<file path="src/hdl/esrw_pkg.sv">
// shared types and constants for the elite set replace-worst block
`default_nettype none
package esrw_pkg;

   localparam int ELITE_DEPTH_DEF = 16;
   localparam int COST_BITS_DEF   = 32;

   localparam int CAP_W      = 5;
   localparam int COST_W     = 32;
   localparam int ID_W       = 16;
   localparam int SLOT_W     = 4;
   localparam int FILL_W     = 5;
   localparam int COUNT_W    = 16;
   localparam int REQ_W      = 2;

   localparam logic [CAP_W-1:0]   CAP_RESET = 5'd16;
   localparam logic [COUNT_W-1:0] COUNT_MAX = 16'hFFFF;

   localparam logic [REQ_W-1:0] REQ_OFFER = 2'd0;
   localparam logic [REQ_W-1:0] REQ_MINED = 2'd1;
   localparam logic [REQ_W-1:0] REQ_EMPTY = 2'd2;

   typedef enum logic [2:0] {
      ST_IDLE,
      ST_EVICT,
      ST_SCAN,
      ST_LAST,
      ST_FINISH
   } state_type;

endpackage
`default_nettype wire

</file>
<file path="src/hdl/esrw_ram.sv">
// generic single write port ram with registered read
`default_nettype none
module esrw_ram #(
   parameter int WIDTH = esrw_pkg::COST_BITS_DEF,
   parameter int DEPTH = esrw_pkg::ELITE_DEPTH_DEF
) (
   input  wire logic                     clock,
   input  wire logic                     we,
   input  wire logic [$clog2(DEPTH)-1:0] waddr,
   input  wire logic [WIDTH-1:0]         wdata,
   input  wire logic [$clog2(DEPTH)-1:0] raddr,
   output logic      [WIDTH-1:0]         rdata
);

   logic [WIDTH-1:0] mem [DEPTH];
   logic [WIDTH-1:0] rdata_ff;

   always_ff @(posedge clock) begin
      if (we) begin
         mem[waddr] <= wdata;
      end
      rdata_ff <= mem[raddr];
   end

   assign rdata = rdata_ff;

endmodule
`default_nettype wire

</file>
<file path="src/hdl/esrw_scan.sv">
// shared compare unit that walks the cost table and keeps the worst entry
`default_nettype none
module esrw_scan #(
   parameter int ELITE_DEPTH = esrw_pkg::ELITE_DEPTH_DEF,
   parameter int COST_BITS   = esrw_pkg::COST_BITS_DEF
) (
   input  wire logic                           clock,
   input  wire logic                           reset,
   input  wire logic                           issue,
   input  wire logic [$clog2(ELITE_DEPTH)-1:0] issue_idx,
   input  wire logic [COST_BITS-1:0]           rd_data,
   output logic      [COST_BITS-1:0]           worst_cost,
   output logic      [$clog2(ELITE_DEPTH)-1:0] worst_idx
);

   localparam int IDX_W = $clog2(ELITE_DEPTH);

   logic             cmp_valid_ff;
   logic [IDX_W-1:0] cmp_idx_ff;
   logic [COST_BITS-1:0] worst_cost_ff, worst_cost_in;
   logic [IDX_W-1:0]     worst_idx_ff, worst_idx_in;

   // ram data arrives in the cycle after the address is issued, so issue and index are registered to match
   always_ff @(posedge clock) begin
      if (reset) begin
         cmp_valid_ff <= 1'b0;
         cmp_idx_ff   <= '0;
      end else begin
         cmp_valid_ff <= issue;
         cmp_idx_ff   <= issue_idx;
      end
   end

   always_comb begin
      worst_cost_in = worst_cost_ff;
      worst_idx_in  = worst_idx_ff;
      if (cmp_valid_ff) begin
         // slot zero seeds the scan, later slots win only on strictly larger cost
         if (cmp_idx_ff == '0 || rd_data > worst_cost_ff) begin
            worst_cost_in = rd_data;
            worst_idx_in  = cmp_idx_ff;
         end
      end
   end

   always_ff @(posedge clock) begin
      if (reset) begin
         worst_cost_ff <= '0;
         worst_idx_ff  <= '0;
      end else begin
         worst_cost_ff <= worst_cost_in;
         worst_idx_ff  <= worst_idx_in;
      end
   end

   assign worst_cost = worst_cost_ff;
   assign worst_idx  = worst_idx_ff;

endmodule
`default_nettype wire

</file>
<file path="src/hdl/elite_set_replace_worst_top.sv">
// elite set with replace-worst policy: sequencer, bookkeeping and result register
// an accepted solution is written (through the evict state when it evicts), then the cost
// ram is rescanned one slot per cycle; the result is loaded once the output is free
// rejected offers and all other requests give their result in the cycle after accept
// a new item is taken only once the previous one has left the sequencer
// synchronous reset empties the set, clears flags and counters, capacity returns to 16
`default_nettype none
module elite_set_replace_worst_top #(
   parameter int ELITE_DEPTH = esrw_pkg::ELITE_DEPTH_DEF,
   parameter int COST_BITS   = esrw_pkg::COST_BITS_DEF
) (
   input  wire logic                         clock,
   input  wire logic                         reset,
   input  wire logic                         csr_valid,
   output logic                              csr_ready,
   input  wire logic [esrw_pkg::CAP_W-1:0]   csr_capacity,
   input  wire logic                         req_valid,
   output logic                              req_stall,
   input  wire logic [esrw_pkg::REQ_W-1:0]   req_type,
   input  wire logic [esrw_pkg::COST_W-1:0]  req_cost,
   input  wire logic [esrw_pkg::ID_W-1:0]    req_solution_id,
   output logic                              rsp_valid,
   input  wire logic                         rsp_stall,
   output logic                              rsp_accepted,
   output logic      [esrw_pkg::SLOT_W-1:0]  rsp_slot_written,
   output logic                              rsp_evicted_valid,
   output logic      [esrw_pkg::ID_W-1:0]    rsp_evicted_id,
   output logic      [esrw_pkg::COST_W-1:0]  rsp_worst_cost,
   output logic      [esrw_pkg::SLOT_W-1:0]  rsp_worst_slot,
   output logic      [esrw_pkg::FILL_W-1:0]  rsp_fill_count,
   output logic      [esrw_pkg::COUNT_W-1:0] rsp_no_change_count,
   output logic                              rsp_changed_flag,
   output logic                              rsp_mined_flag,
   output logic      [esrw_pkg::COUNT_W-1:0] rsp_mine_count
);

   localparam int IDX_W = $clog2(ELITE_DEPTH);
   localparam int CNT_W = $clog2(ELITE_DEPTH + 1);
   localparam int EW    = (CNT_W > esrw_pkg::CAP_W) ? CNT_W : esrw_pkg::CAP_W;
   localparam int ID_W  = esrw_pkg::ID_W;
   localparam int CW    = esrw_pkg::COUNT_W;

   esrw_pkg::state_type state_ff, state_in;

   logic [esrw_pkg::CAP_W-1:0] capacity_ff;
   logic [CNT_W-1:0]     occupied_ff, occupied_in;
   logic [CW-1:0]        stall_ff, stall_in;
   logic                 changed_ff, changed_in;
   logic                 mined_ff, mined_in;
   logic [CW-1:0]        runs_ff, runs_in;
   logic [IDX_W-1:0]     scan_idx_ff, scan_idx_in;
   logic [IDX_W-1:0]     slot_ff, slot_in;
   logic                 ev_ff, ev_in;
   logic [ID_W-1:0]      evid_ff, evid_in;
   logic [COST_BITS-1:0] cost_ff, cost_in;
   logic [ID_W-1:0]      id_ff, id_in;

   logic                         rsp_valid_ff, rsp_valid_in;
   logic                         acc_ff;
   logic [esrw_pkg::SLOT_W-1:0]  slotw_ff;
   logic                         evv_ff;
   logic [ID_W-1:0]              evido_ff;
   logic [esrw_pkg::COST_W-1:0]  wcost_ff;
   logic [esrw_pkg::SLOT_W-1:0]  wslot_ff;
   logic [esrw_pkg::FILL_W-1:0]  fill_ff;
   logic [CW-1:0]                ncc_ff;
   logic                         chg_ff;
   logic                         mnd_ff;
   logic [CW-1:0]                mcnt_ff;

   logic                 req_fire;
   logic                 out_free;
   logic                 out_load;
   logic                 finish;
   logic [COST_BITS-1:0] cost_req;
   logic [EW-1:0]        cap_ext;
   logic [EW-1:0]        eff_cap;
   logic                 not_full;
   logic                 ram_we;
   logic [IDX_W-1:0]     ram_waddr;
   logic [COST_BITS-1:0] ram_wcost;
   logic [ID_W-1:0]      ram_wid;
   logic [COST_BITS-1:0] cost_rdata;
   logic [ID_W-1:0]      id_rdata;
   logic                 scan_issue;
   logic [COST_BITS-1:0] worst_cost;
   logic [IDX_W-1:0]     worst_idx;
   logic                 scan_last;

   assign out_free  = !rsp_valid_ff || !rsp_stall;
   assign req_stall = !(state_ff == esrw_pkg::ST_IDLE && out_free);
   assign req_fire  = req_valid && !req_stall;
   assign csr_ready = (state_ff == esrw_pkg::ST_IDLE);
   assign finish    = (state_ff == esrw_pkg::ST_FINISH);

   assign cost_req = COST_BITS'(req_cost);

   // capacity zero acts as one, anything above the table depth as the depth
   always_comb begin
      cap_ext = EW'(capacity_ff);
      if (cap_ext == '0) begin
         eff_cap = EW'(1);
      end else if (cap_ext > EW'(ELITE_DEPTH)) begin
         eff_cap = EW'(ELITE_DEPTH);
      end else begin
         eff_cap = cap_ext;
      end
   end

   assign not_full  = EW'(occupied_ff) < eff_cap;
   assign scan_last = CNT_W'(scan_idx_ff) == (occupied_ff - CNT_W'(1));

   esrw_ram #(.WIDTH(COST_BITS), .DEPTH(ELITE_DEPTH)) u_cost_ram (
      .clock (clock),
      .we    (ram_we),
      .waddr (ram_waddr),
      .wdata (ram_wcost),
      .raddr (scan_idx_ff),
      .rdata (cost_rdata)
   );

   esrw_ram #(.WIDTH(ID_W), .DEPTH(ELITE_DEPTH)) u_id_ram (
      .clock (clock),
      .we    (ram_we),
      .waddr (ram_waddr),
      .wdata (ram_wid),
      .raddr (worst_idx),
      .rdata (id_rdata)
   );

   esrw_scan #(.ELITE_DEPTH(ELITE_DEPTH), .COST_BITS(COST_BITS)) u_scan (
      .clock      (clock),
      .reset      (reset),
      .issue      (scan_issue),
      .issue_idx  (scan_idx_ff),
      .rd_data    (cost_rdata),
      .worst_cost (worst_cost),
      .worst_idx  (worst_idx)
   );

   always_comb begin
      state_in    = state_ff;
      occupied_in = occupied_ff;
      stall_in    = stall_ff;
      changed_in  = changed_ff;
      mined_in    = mined_ff;
      runs_in     = runs_ff;
      scan_idx_in = scan_idx_ff;
      slot_in     = slot_ff;
      ev_in       = ev_ff;
      evid_in     = evid_ff;
      cost_in     = cost_ff;
      id_in       = id_ff;
      ram_we      = 1'b0;
      ram_waddr   = IDX_W'(occupied_ff);
      ram_wcost   = cost_req;
      ram_wid     = req_solution_id;
      scan_issue  = 1'b0;
      out_load    = 1'b0;

      case (state_ff)
         esrw_pkg::ST_IDLE: begin
            if (req_fire) begin
               case (req_type)
                  esrw_pkg::REQ_OFFER: begin
                     if (not_full) begin
                        // free slot: write straight in, then rescan
                        ram_we      = 1'b1;
                        slot_in     = IDX_W'(occupied_ff);
                        occupied_in = occupied_ff + CNT_W'(1);
                        ev_in       = 1'b0;
                        evid_in     = '0;
                        changed_in  = 1'b1;
                        mined_in    = 1'b0;
                        stall_in    = '0;
                        scan_idx_in = '0;
                        state_in    = esrw_pkg::ST_SCAN;
                     end else if (cost_req < worst_cost) begin
                        // id ram is already addressed at the worst slot
                        slot_in    = worst_idx;
                        ev_in      = 1'b1;
                        cost_in    = cost_req;
                        id_in      = req_solution_id;
                        changed_in = 1'b1;
                        mined_in   = 1'b0;
                        stall_in   = '0;
                        state_in   = esrw_pkg::ST_EVICT;
                     end else begin
                        if ((stall_ff != '0 || changed_ff) && stall_ff != esrw_pkg::COUNT_MAX) begin
                           stall_in = stall_ff + CW'(1);
                        end
                        out_load = 1'b1;
                     end
                  end
                  esrw_pkg::REQ_MINED: begin
                     changed_in = 1'b0;
                     stall_in   = '0;
                     mined_in   = 1'b1;
                     runs_in    = runs_ff + CW'(1);
                     out_load   = 1'b1;
                  end
                  esrw_pkg::REQ_EMPTY: begin
                     changed_in = 1'b1;
                     mined_in   = 1'b0;
                     if (runs_ff != '0) begin
                        runs_in = runs_ff - CW'(1);
                     end
                     out_load = 1'b1;
                  end
                  default: begin
                     out_load = 1'b1;
                  end
               endcase
            end
         end
         esrw_pkg::ST_EVICT: begin
            ram_we      = 1'b1;
            ram_waddr   = slot_ff;
            ram_wcost   = cost_ff;
            ram_wid     = id_ff;
            evid_in     = id_rdata;
            scan_idx_in = '0;
            state_in    = esrw_pkg::ST_SCAN;
         end
         esrw_pkg::ST_SCAN: begin
            scan_issue = 1'b1;
            if (scan_last) begin
               state_in = esrw_pkg::ST_LAST;
            end else begin
               scan_idx_in = scan_idx_ff + IDX_W'(1);
            end
         end
         esrw_pkg::ST_LAST: begin
            // last compare lands in the scan unit this cycle
            state_in = esrw_pkg::ST_FINISH;
         end
         esrw_pkg::ST_FINISH: begin
            if (out_free) begin
               out_load = 1'b1;
               state_in = esrw_pkg::ST_IDLE;
            end
         end
         default: begin
            state_in = esrw_pkg::ST_IDLE;
         end
      endcase
   end

   always_comb begin
      if (out_load) begin
         rsp_valid_in = 1'b1;
      end else if (!rsp_stall) begin
         rsp_valid_in = 1'b0;
      end else begin
         rsp_valid_in = rsp_valid_ff;
      end
   end

   always_ff @(posedge clock) begin
      if (reset) begin
         state_ff     <= esrw_pkg::ST_IDLE;
         capacity_ff  <= esrw_pkg::CAP_RESET;
         occupied_ff  <= '0;
         stall_ff     <= '0;
         changed_ff   <= 1'b0;
         mined_ff     <= 1'b0;
         runs_ff      <= '0;
         scan_idx_ff  <= '0;
         rsp_valid_ff <= 1'b0;
      end else begin
         state_ff     <= state_in;
         occupied_ff  <= occupied_in;
         stall_ff     <= stall_in;
         changed_ff   <= changed_in;
         mined_ff     <= mined_in;
         runs_ff      <= runs_in;
         scan_idx_ff  <= scan_idx_in;
         rsp_valid_ff <= rsp_valid_in;
         if (csr_valid && csr_ready) begin
            capacity_ff <= csr_capacity;
         end
      end
   end

   always_ff @(posedge clock) begin
      slot_ff <= slot_in;
      ev_ff   <= ev_in;
      evid_ff <= evid_in;
      cost_ff <= cost_in;
      id_ff   <= id_in;
      if (out_load) begin
         acc_ff   <= finish;
         slotw_ff <= finish ? esrw_pkg::SLOT_W'(slot_ff) : '0;
         evv_ff   <= finish && ev_ff;
         evido_ff <= (finish && ev_ff) ? evid_ff : '0;
         wcost_ff <= esrw_pkg::COST_W'(worst_cost);
         wslot_ff <= esrw_pkg::SLOT_W'(worst_idx);
         fill_ff  <= esrw_pkg::FILL_W'(occupied_in);
         ncc_ff   <= stall_in;
         chg_ff   <= changed_in;
         mnd_ff   <= mined_in;
         mcnt_ff  <= runs_in;
      end
   end

   assign rsp_valid           = rsp_valid_ff;
   assign rsp_accepted        = acc_ff;
   assign rsp_slot_written    = slotw_ff;
   assign rsp_evicted_valid   = evv_ff;
   assign rsp_evicted_id      = evido_ff;
   assign rsp_worst_cost      = wcost_ff;
   assign rsp_worst_slot      = wslot_ff;
   assign rsp_fill_count      = fill_ff;
   assign rsp_no_change_count = ncc_ff;
   assign rsp_changed_flag    = chg_ff;
   assign rsp_mined_flag      = mnd_ff;
   assign rsp_mine_count      = mcnt_ff;

`ifndef SYNTHESIS
   a_fill_bound: assert property (@(posedge clock) disable iff (reset)
      occupied_ff <= CNT_W'(ELITE_DEPTH))
      else $error("fill count beyond table depth");

   a_scan_bound: assert property (@(posedge clock) disable iff (reset)
      state_ff == esrw_pkg::ST_SCAN |-> CNT_W'(scan_idx_ff) < occupied_ff)
      else $error("rescan ran past the occupied slots");

   a_accept_flags: assert property (@(posedge clock) disable iff (reset)
      rsp_valid && rsp_accepted |->
         rsp_changed_flag && !rsp_mined_flag && rsp_no_change_count == '0)
      else $error("accepted item without flag update");

   a_evict_needs_accept: assert property (@(posedge clock) disable iff (reset)
      rsp_valid && rsp_evicted_valid |-> rsp_accepted)
      else $error("eviction reported on a rejected item");
`endif

endmodule
`default_nettype wire
</file>
<file path="config.mk">
export PLATFORM = sky130hd
export DESIGN_NAME = elite_set_replace_worst_top
export DESIGN_NICKNAME = d
export VERILOG_FILES = /design/src/hdl/esrw_pkg.sv /design/src/hdl/esrw_ram.sv /design/src/hdl/esrw_scan.sv /design/src/hdl/elite_set_replace_worst_top.sv
export SDC_FILE = /design/constraint.sdc
export NUM_CORES = 1
export LEC_CHECK = 0
export BUFFER_PORTS_ARGS = -buffer_cell sky130_fd_sc_hd__buf_2
export CELL_PAD_IN_SITES_DETAIL_PLACEMENT = 2
export CELL_PAD_IN_SITES_GLOBAL_PLACEMENT = 2
export CORE_MARGIN = 8
export CORE_UTILIZATION = 30
export CTS_CLUSTER_SIZE = 30
export DETAILED_ROUTE_END_ITERATION = 10
export PLACE_DENSITY = 0.66
export REMOVE_ABC_BUFFERS = 1
export SLEW_MARGIN = 10
export SYNTH_ARGS = -nofsm -noshare
export SYNTH_HDL_FRONTEND = slang
export SYNTH_HIERARCHICAL = 1
export SYNTH_SLANG_ARGS = --single-unit
</file>
<file path="constraint.sdc">
create_clock -name clock -period 5.7 [get_ports clock]
set_input_delay 1.14 -clock clock [delete_from_list [all_inputs] [get_ports clock]]
set_output_delay 1.14 -clock clock [all_outputs]
set_load 0.02 [all_outputs]
</file>
# --- Yosys cells after proc, flatten, opt, wreduce, memory -nomap -nowiden ---
# Memory sizes are Yosys's and may differ from the RTL's. A register that Yosys moved wholly into a read port is not among the register bits.
# Cells that the tools add are included.
totals:
  n_memories: 2
  output_inout_bits: 100
  mem_bits_rw: 768
  rom_bits: 0
  input_bits: 60
  ff_bits: 259
  latchBits: 0
  word_cells: 147
memory_table:
  columns: ["name", "depth", "width", "rd", "rd_clocked_by_memory_dff", "wr", "line_no", "text"]
  rows:
  - ["u_cost_ram.mem", 16, 32, 1, 1, 1, "esrw_ram.sv:15", "logic [WIDTH-1:0] mem [DEPTH];"]
  - ["u_id_ram.mem", 16, 16, 1, 1, 1, "esrw_ram.sv:15", null]
op_classes:
  eq_ne: 16
  add_sub_neg: 6
  div: 0
  mux: 63
  n_lt_le_gt_ge: 4
  n_shift: 0
  reduce_logical: 26
  bitwise_logic: 1
  n_mul: 0
ops:
  columns: ["op", "count"]
  rows:
  - ["two-way mux 16 bit", 12]
  - ["one-hot mux 16 bit (2 select lines)", 3]
  - ["adder 16 x 1 -> 16 bit, second input constant", 2]
  - ["> comparator 32 bit", 1]
  - ["< comparator 32 bit", 1]
  - ["two-way mux 32 bit", 1]
  - ["nonzero test 16 bit", 2]
  - ["two-way mux 5 bit", 6]
  - ["two-way mux 4 bit", 7]
  - ["two-way mux 1 bit", 22]
  - ["two-way mux 3 bit", 6]
  - ["inequality test 16 bit, second input constant", 1]
  - ["subtractor 16 x 1 -> 16 bit, second input constant", 1]
  - ["one-hot mux 3 bit (5 select lines)", 1]
  - ["AND reduction 5 bit", 3]
  - ["one-hot mux 4 bit (3 select lines)", 1]
  - ["inequality test 2 x 1 -> 1 bit, second input constant", 4]
  - ["AND reduction 4 bit", 2]
  - ["equality test 3 x 2 -> 1 bit, second input constant", 2]
  - ["inequality test 2 bit, second input constant", 3]
  - ["one-hot mux 1 bit (3 select lines)", 2]
  - ["adder 5 x 1 -> 5 bit, second input constant", 1]
  - ["equality test 4 x 5 -> 1 bit", 1]
  - ["> comparator 5 bit, second input constant", 1]
  - ["other kinds (20)", 30]

# --- Logic depth before layout (Yosys ltp) ---
# Gate-level depths: netlist of run 1.
logic_depth:
  depth_word: 10
  ltp_mapped: 12
  mapped_depth_nobuf: 10

# --- Cells and area by module ---
# Netlist of run 1, hierarchy kept.
modules_own_cells:
  columns: ["module", "cells_each", "instances", "area_per_inst_um2", "seq_area_each_um2"]
  rows:
  - ["esrw_ram at u_cost_ram", 838, 1, 19835.3, 16015.4]
  - ["elite_set_replace_worst_top", 905, 1, 10546.4, 6025.8]
  - ["esrw_ram at u_id_ram", 432, 1, 10042.1, 8007.7]
  - ["esrw_scan", 266, 1, 2562.5, 820.8]

# --- Worst setup path after synthesis of run 1 ---
# Ideal clock, no wire load.
synth_path:
  path_type: "input to register"
  from: "input req_cost[23] (netlist bit)"
  to: "register acc_ff (netlist: rsp_accepted), enable pin"
  arrival_time_ps: 4368
  n_path_buf: 0
  path_stages: 8
  required_ps: 4793
  setup_ps: 907
  path_slack_ps: 425
  cell_sequence: "ha_1 > a21oi_1 > o21ai_0 > a221o_1 > a211oi_1 > a21boi_0 > o21ai_0 > nand2_1"
synth_between:
  elab_chain_cells: 6
synth_lines:
  columns: ["item", "line_no", "text"]
  rows:
  - ["start, declared", "elite_set_replace_worst_top.sv:20", "input wire logic [esrw_pkg::COST_W-1:0] req_cost,"]
  - ["< comparator 32 bit", "elite_set_replace_worst_top.sv:178", "end else if (cost_req < worst_cost) begin"]
  - ["two-way mux 1 bit", "elite_set_replace_worst_top.sv:178", null]
  - ["two-way mux 1 bit", "elite_set_replace_worst_top.sv:166", "if (not_full) begin"]
  - ["two-way mux 1 bit", "elite_set_replace_worst_top.sv:164", "case (req_type)"]
  - ["two-way mux 1 bit", "elite_set_replace_worst_top.sv:163", "if (req_fire) begin"]
  - ["one-hot mux 1 bit (2 select lines)", "elite_set_replace_worst_top.sv:161", "case (state_ff)"]
  - ["via out_load", "elite_set_replace_worst_top.sv:73", "logic out_load;"]
  - ["end signal, assigned", "elite_set_replace_worst_top.sv:292", "acc_ff <= finish;"]
  - ["end, declared", "elite_set_replace_worst_top.sv:59", "logic acc_ff;"]
# The timed path passes the listed nets, and every way through them passes these cells.
# A chain may end at the register's enable or synchronous reset.

# --- Worst setup path after layout of run 1 ---
layout_path:
  from: "register u_scan.worst_cost_ff[15] (netlist: u_scan/worst_cost[15])"
  to: "register u_scan.worst_cost_ff[0] (netlist: u_scan/worst_cost[0])"
layout_between:
  elab_chain_cells: 3
layout_lines:
  columns: ["item", "line_no", "text"]
  rows:
  - ["start, declared", "esrw_scan.sv:20", "logic [COST_BITS-1:0] worst_cost_ff, worst_cost_in;"]
  - ["start signal, assigned", "esrw_scan.sv:51", "worst_cost_ff <= worst_cost_in;"]
  - ["> comparator 32 bit", "esrw_scan.sv:39", "if (cmp_idx_ff == '0 || rd_data > worst_cost_ff) begin"]
  - ["logical OR 1 bit", "esrw_scan.sv:39", null]
  - ["AND reduction 2 bit (no source line)", null, null]
# Every way passes these cells.

==> summary.md, run 1 <==
| Metric | Value |
|---|---|
| Layout Area Growth over Synthesis | `16.7%` |
| Vias per Instance | `5.03` |
| Commonest cells after routing, fill and taps aside | `edfxtp_1, mux4_2, buf_2, dfxtp_1` |
| Syn Area/Cell | `17.6 um2` |
| Busiest grt layer | `met2` |
| Antenna violations before repair | `14` |
| CP startpoint kind | `register` |
| Detailed placer's ending HPWL | `77.2 mm` |
| DRC violation count after routing | `0` |
| Pins Over Slew Limit | `0` |
| Post-Place Cells | `4,436` |
| I/O pin cnt | `160` |
| Routed WL | `126 mm` |
| Yosys warning count | `6` |
| H-tree levels | `3` |
| Worst setup EP type | `register` |
| Initial core utilization | `30.1%` |
| Post-synth EDFFs | `934` |
| Die ar. | `156,000 um2` |
| RSZ-0062 raised after global routing | `false` |
| Via count | `23,447` |
| FFs w/ async S/R, synth | `0%` |
| Final ANT Viol Nets | `0` |
| Sequential area share after synthesis | `71.8%` |
| Seq cells post-synth | `1,075` |
| Clock Path Buffers | `3` |
| Gpl congestion | `0.720` |
| Crit path kind | `reg -> reg` |
| Cell Area, Synth | `43,000 um2` |
| Die H | `395 um` |
| Routed WL per cell | `26.9 um` |
| Leakage | `16.3 nW` |
| PwrDens | `345 nW/um2` |
| All-Layer GR Usage | `15.7%` |
| TritonRoute pass-1 iters | `4` |
| Required time of the critical path | `6.30 ns` |
| CTS buffer count | `115` |
| # fillers | `14,153` |
| Post-CTS setup buffer count | `0` |
| Final period util | `74.8%` |
| Met3 Use GR | `2.73%` |
| Max Clock Skew | `0.0383 ns` |
| Worst-margin pin slew | `1.16 ns` |
| Hold Vio Cnt, Final | `0` |
| Status | `complete, no violations` |
| Worst-path clk slew | `0.06 ns` |
| Hold Path Class | `reg -> reg` |
| Period minus WS final | `4.26 ns` |
| Initial drt markers | `1,483` |
| CTS tree | `done` |
| Number of global-route vias before repair | `26,526` |
| Clock Sinks | `1,075` |
| Placement row count | `139` |
| Setup WS post-layout | `1.44 ns` |
| Layout cells sized above 1 | `26.2%` |
| Met2 usage | `27.8%` |
| Total of max-cap violations | `0` |
| Core ar. | `143,000 um2` |
| Clock Latency Late Sink | `0.75 ns` |
| Worst vdd ir | `0.000283 V` |
| Finished Layout Cells | `4,658` |
| Final setup fails | `0` |
| Final #Nets | `2,790` |
| Max_slew headroom | `22.6%` |
| Largest net degree at the start of global routing | `65` |
| Hold buffer count at cts | `0` |
| Syn Inst Count | `2,441` |
| Post-CTS Resized | `0` |
| Critical path fanouts, max | `17` |
| Met1 Use GR | `19.5%` |
| Total Power | `17.3 mW` |
| Placement Setup Slack | `0.787 ns` |
| Most common cell after layout, fill and taps aside | `edfxtp_1` |
| Top_reg_cell synth | `edfxtp_1` |
| Congestion Overflow GR | `0` |
| Die W | `395 um` |
| Global-route wire length before repair | `184 mm` |
| Post-synth cell types | `82` |
| I/O Buffers | `159` |
| Max Clk Rate | `235 MHz` |
| Worst EP arrival | `4.87 ns` |
| Clock root buffer | `clkbuf_16` |
[power by group]
part	internal, mW	total [mW]	switching (mW)
Sequential	8.69	8.80	0.106
Combinational	0.386	1.02	0.630
Clock	4.29	7.51	3.22
[metal layers]
layer  vias to the layer above  part of all wire (%)
met4                         6                   3.2
met3                       202                   4.1
met1                     12586                    42
met2                       513                    51
li1                      10140                     -
met5                         -                 0.031
[critical path, stage by stage, from the launching register on]
cell	delay, ns
dfxtp_1	0.51
inv_1	0.14
ha_1	0.34
nand4_1	0.32
or4_1	0.76
nor2_1	0.22
a311o_1	0.43
and3_2	0.75
buf_4	0.46
o32ai_2	0.15
[logic make-up after synthesis]
logic type / after synthesis / share of synthesized area, %
and+or+nand+nor: 443 / 5.33
muxes: 258 / 11.9
AOI/OAI and AO/OA: 327 / 5.94
adders and majority gates: 79 / 2.30
xor gates and xnor gates: 12 / 0.244
buffers and inverters: 247 / 2.53
DFF: 1075 / 71.8
[state kept, by name, indices dropped and copies added, names as in the netlist, 5 cells and up]
register,count
evid_ff,16
stall_ff,16
rsp_fill_count,5
cap_ext,5
rsp_mine_count,16
runs_ff,16
cost_ff,32
rsp_worst_cost,32
occupied_ff,5
u_scan/worst_cost,32
rsp_no_change_count,16
rsp_evicted_id,16
u_cost_ram/rdata,32
u_cost_ram/mem,512
id_ff,16
u_id_ram/rdata,16
u_id_ram/mem,256
[path summary, 6_finish.rpt]
| kind | depth (start not counted) | from | slack (ns) | to |
|---|---|---|---|---|
| max | 9 | u_scan/worst_cost[15] | 1.44 | u_scan/worst_cost[0] |
| min reg2reg | 0 | u_scan/worst_cost[3] | 0.47 | rsp_worst_cost[3] |
| max reg2reg | 9 | u_scan/worst_cost[15] | 1.44 | u_scan/worst_cost[0] |
| min | 0 | u_scan/worst_cost[3] | 0.47 | rsp_worst_cost[3] |
[per-stage QoR]
stage	instance area [um2]	hold WS [ns]	util (%)	TNS, ns
3_3_place_gp	46300	0.457	32.4	0
4_1_cts	50100	0.469	35.1	0
2_1_floorplan	42400	0.430	-	-2505.28
6_report	50200	0.472	35.1	0
5_1_grt	50200	0.486	35.1	0
3_5_place_dp	46300	0.451	32.4	0
[Yosys cell counts (10+ instances only)]
| master | n | area [um2] |
|---|---|---|
| a22oi_1 | 97 | 728 |
| ha_1 | 79 | 988 |
| nor2b_1 | 30 | 188 |
| nand3_1 | 34 | 170 |
| nor3_1 | 34 | 170 |
| clkbuf_1 | 62 | 233 |
| buf_2 | 19 | 95.1 |
| edfxtp_1 | 934 | 28000 |
| a21oi_1 | 50 | 250 |
| buf_6 | 10 | 113 |
| nor2_1 | 67 | 251 |
| inv_1 | 124 | 465 |
| mux4_1 | 10 | 263 |
| and2_1 | 43 | 269 |
| and3_1 | 20 | 125 |
| nor4_1 | 12 | 75.1 |
| nand4_1 | 24 | 150 |
| buf_1 | 16 | 60.1 |
| mux2_2 | 58 | 653 |
| a31oi_1 | 17 | 106 |
| nand2_1 | 125 | 469 |
| o32ai_2 | 30 | 488 |
| a21o_1 | 14 | 105 |
| o21ai_0 | 50 | 250 |
| mux4_2 | 182 | 4100 |
| dfxtp_1 | 141 | 2820 |
| buf_4 | 16 | 120 |
[final cells by class]
| type | instances | area [um2] | area share [%] |
|---|---|---|---|
| Sequential cell | 1075 | 30900 | 61.6 |
| Multi-Input combinational cell | 1119 | 11200 | 22.4 |
| Inverter | 124 | 465 | 0.928 |
| Tap cell | 1903 | 2380 | 4.75 |
| Antenna cell | 3 | 7.51 | 0.0150 |
| Clock inverter | 53 | 551 | 1.10 |
| Timing Repair Buffer | 216 | 1370 | 2.73 |
| Clock buffer | 165 | 3280 | 6.53 |
(Power assumes the default switching activity.)
==> inputs of run 2 (changes only) <==
Settings changed: ABC_AREA set to 1, PLACE_DENSITY 0.66 to 0.75.
Clock period 5.7 ns to 3.5 ns, I/O delays scaled along.
==> run 2 against run 1 <==
  * Worst setup slack got worse by 1.2 ns
  * Synthesized cell count rose by 97%
  * Cell count rose by 54%
  * Routed wire length rose by 30%
  * Largest cell class unchanged
  * Highest routed layer is now met4
==> summary.md, run 2 <==
| Metric | Value |
|---|---|
| Status | `complete, no violations` |
| CTS buffer count | `120` |
| Largest reg by FF count | `u_cost_ram/mem` |
| Worst-margin pin slew | `1.05 ns` |
| Critical path fanouts, max | `20` |
| R2r endpoint | `u_cost_ram/mem[4][17]` |
| Flop2flop setup slack | `0.29 ns` |
| H-tree levels | `3` |
| Sequential area share after synthesis | `64.7%` |
| Seq cells post-synth | `1,075` |
| Commonest cells after routing, fill and taps aside | `nand2_1, edfxtp_1, inv_1, nand3_1, nor2_1` |
| Hold Vio Cnt, Final | `0` |
| Most common cell after layout, fill and taps aside | `nand2_1` |
| Clock Sinks | `1,075` |
| Clock Path Buffers | `3` |
| Yosys top cell by area | `edfxtp_1` |
| Biggest regs | `u_cost_ram/mem: 512 flops, u_id_ram/mem: 256 flops` |
| Largest net degree at the start of global routing | `186` |
| Antenna violations before repair | `9` |
| Max Clock Skew | `0.0288 ns` |
| Final setup fails | `0` |
| Crit path kind | `reg -> reg` |
| Max reg flops | `512` |
| Hold path endpoint | `id_ff[14]` |
| Max_slew headroom | `29.6%` |
| Number of global-route vias before repair | `39,629` |
| CP startpoint kind | `register` |
| Total of max-cap violations | `0` |
| Util after Layout | `35.0%` |
| RSZ-0062 raised after global routing | `false` |
| Crit path largest cell delay | `0.32 ns` |
| Global-route wire length before repair | `244 mm` |
| Post-synth top cells | `nand2_1, edfxtp_1, inv_1` |
| Period minus WS final | `3.21 ns` |
| Cell depth of the worst flop-to-flop path | `16` |
| I/O Buffers | `159` |
| Max Clk Rate | `311 MHz` |
| Via count | `35,012` |
| TNS Setup | `0 ns` |
| Worst-path clk slew | `0.06 ns` |
| Worst hold start | `req_solution_id[14]` |
| FFs w/ async S/R, synth | `0%` |
| Congestion Overflow GR | `0` |
| I/O pin cnt | `160` |
| Initial core utilization | `30.2%` |
| Syn Inst Count | `4,812` |
| Final ANT Viol Nets | `0` |
| Core ar. | `158,000 um2` |
| Gpl congestion | `0.810` |
| Top cells by area, synth | `edfxtp_1, nand2_1, nand3_1, inv_1, dfxtp_1` |
| Post-synth EDFFs | `934` |
| Yosys warning count | `6` |
| Worst vdd ir | `0.000388 V` |
| Hold Crit Depth | `1` |
| RR Startpoint | `cap_ext[2]` |
| # fillers | `17,287` |
| Layout Area Growth over Synthesis | `16.0%` |
| Required time of the critical path | `3.92 ns` |
| Post-synth cell types | `54` |
| Final #Nets | `5,155` |
| Top cell type's share of synthesized area | `58.8%` |
| TritonRoute pass-1 iters | `5` |
| Final period util | `91.8%` |
| WP buf/inv | `4` |
| Most frequent cell after synthesis | `nand2_1` |
| Pins Over Slew Limit | `0` |
| Worst setup EP type | `register` |
| Leakage | `23.3 nW` |
| Vias per Instance | `4.87` |
| Top_reg_cell synth | `edfxtp_1` |
| Worst EP arrival | `3.63 ns` |
| Layout cells sized above 1 | `11.4%` |
| DRC violation count after routing | `0` |
| Delay-heaviest family, CP | `simple AND/OR/NAND/NOR gates` |
| Placement row count | `146` |
| Die ar. | `172,000 um2` |
| All-Layer GR Usage | `18.4%` |
| Hold Path Class | `in -> reg` |
| Initial drt markers | `1,935` |
| Routed WL per cell | `22.7 um` |
| CTS tree | `done` |
| Die W | `415 um` |
| Die H | `415 um` |
| Syn Area/Cell | `9.92 um2` |
| Clock Latency Late Sink | `0.75 ns` |
| Detailed placer's ending HPWL | `103 mm` |
| Placement Setup Slack | `-0.0788 ns` |
| Cell Area, Synth | `47,700 um2` |
| Worst-path cell chain | `inv_1, nand4_1, nand2_1, nand2_1, ha_1, a21oi_1, nor2_1, a211oi_2, nand2_2, nor2_4, inv_2, nand2_4, nand3b_1, buf_4, nor2_4, buf_12` |
| PwrDens | `611 nW/um2` |
| Area of the multi-input gates | `12,600 um2` |
| FF+latch area | `30,900 um2` |
| Hold buffer count at cts | `0` |
| Routed WL | `164 mm` |
| Setup WS post-layout | `0.286 ns` |
| Clock root buffer | `clkbuf_16` |
| Highest-delay cell along the critical path | `dfxtp_1` |
## run 2: changes by cell type after synthesis, moves of 30 or more
cell	previous run	this run
inv_1	124	829
nand3_1	34	668
buf_2	19	68
nor2b_1	30	0
o32ai_2	30	0
a22oi_1	97	3
mux4_2	182	0
mux2_2	58	0
a21oi_1	50	103
and2_1	43	7
nand2_1	125	1446
nor2_1	67	197
buf_6	10	40
## run 2: how the worst max path moves through the flow
stage	endpoint	depth (start not counted)	start	slack, ns
final	u_cost_ram/mem[4][17]	16	cap_ext[2]	0.29
after global routing	u_cost_ram/mem[4][17]	16	cap_ext[2]	0.06
after CTS	u_cost_ram/mem[4][21]	16	cap_ext[2]	0.03
after detailed placement	u_cost_ram/mem[0][17]	15	cap_ext[2]	-0.08
after global placement	rsp_evicted_id[15]	15	req_cost[5]	0.05
after floorplan	u_cost_ram/rdata[30]	6	scan_idx_ff[0]	-4.44
## run 2: per-layer routing
metal  global-route usage [%]  share of wire, %  vias to the layer above
li1                         -                 -                    15948
met1                     21.1                40                    18113
met2                     34.5                53                      650
met3                     2.62               3.3                      301
met4                     6.59               3.8                        0
met5                        0                 0                        -
## run 2: stage by stage
stage | hold WS, ns | total power, mW | cell area (um2) | instances
detailed placement | 0.481 | 21.3 | 51300 | 6960
floorplan | 0.444 | 18.9 | 46400 | 4609
global route | 0.114 | 35.2 | 55400 | 7195
global placement | 0.478 | 20.9 | 51300 | 6960
finish | 0.160 | 33.8 | 55400 | 7195
CTS | 0.107 | 34.2 | 55300 | 7194
## run 2: area by class of cell
type	instances	area share (%)
Clock inverter	48	0.832
Tap cell	2072	4.68
Multi-Input combinational cell	2683	22.7
Sequential cell	1075	55.8
Inverter	851	5.80
Antenna cell	1	0.00452
Timing Repair Buffer	285	3.82
Clock buffer	180	6.33
## run 2: logic make-up after synthesis
group                      share of synthesized area [%]
adders and majority gates                           2.07
AOI/OAI and AO/OA                                   2.00
xor gates and xnor gates                           0.330
and+or+nand+nor                                     21.5
buffers and inverters                               9.39
DFF                                                 64.7
## run 2: power breakdown
group	switching, mW	total, mW	leakage [nW]	internal, mW
clock	5.33	12.8	1.93	7.47
combinational	4.27	5.95	11.7	1.68
sequential	0.439	15.1	9.67	14.6
## run 2: repair_timing
action	in CTS	in global routing
pin swaps	3	0
hold endpoints to repair	0	0
setup buffers	6	0
endpoints found under the setup margin	357	722
resized for setup	2	2
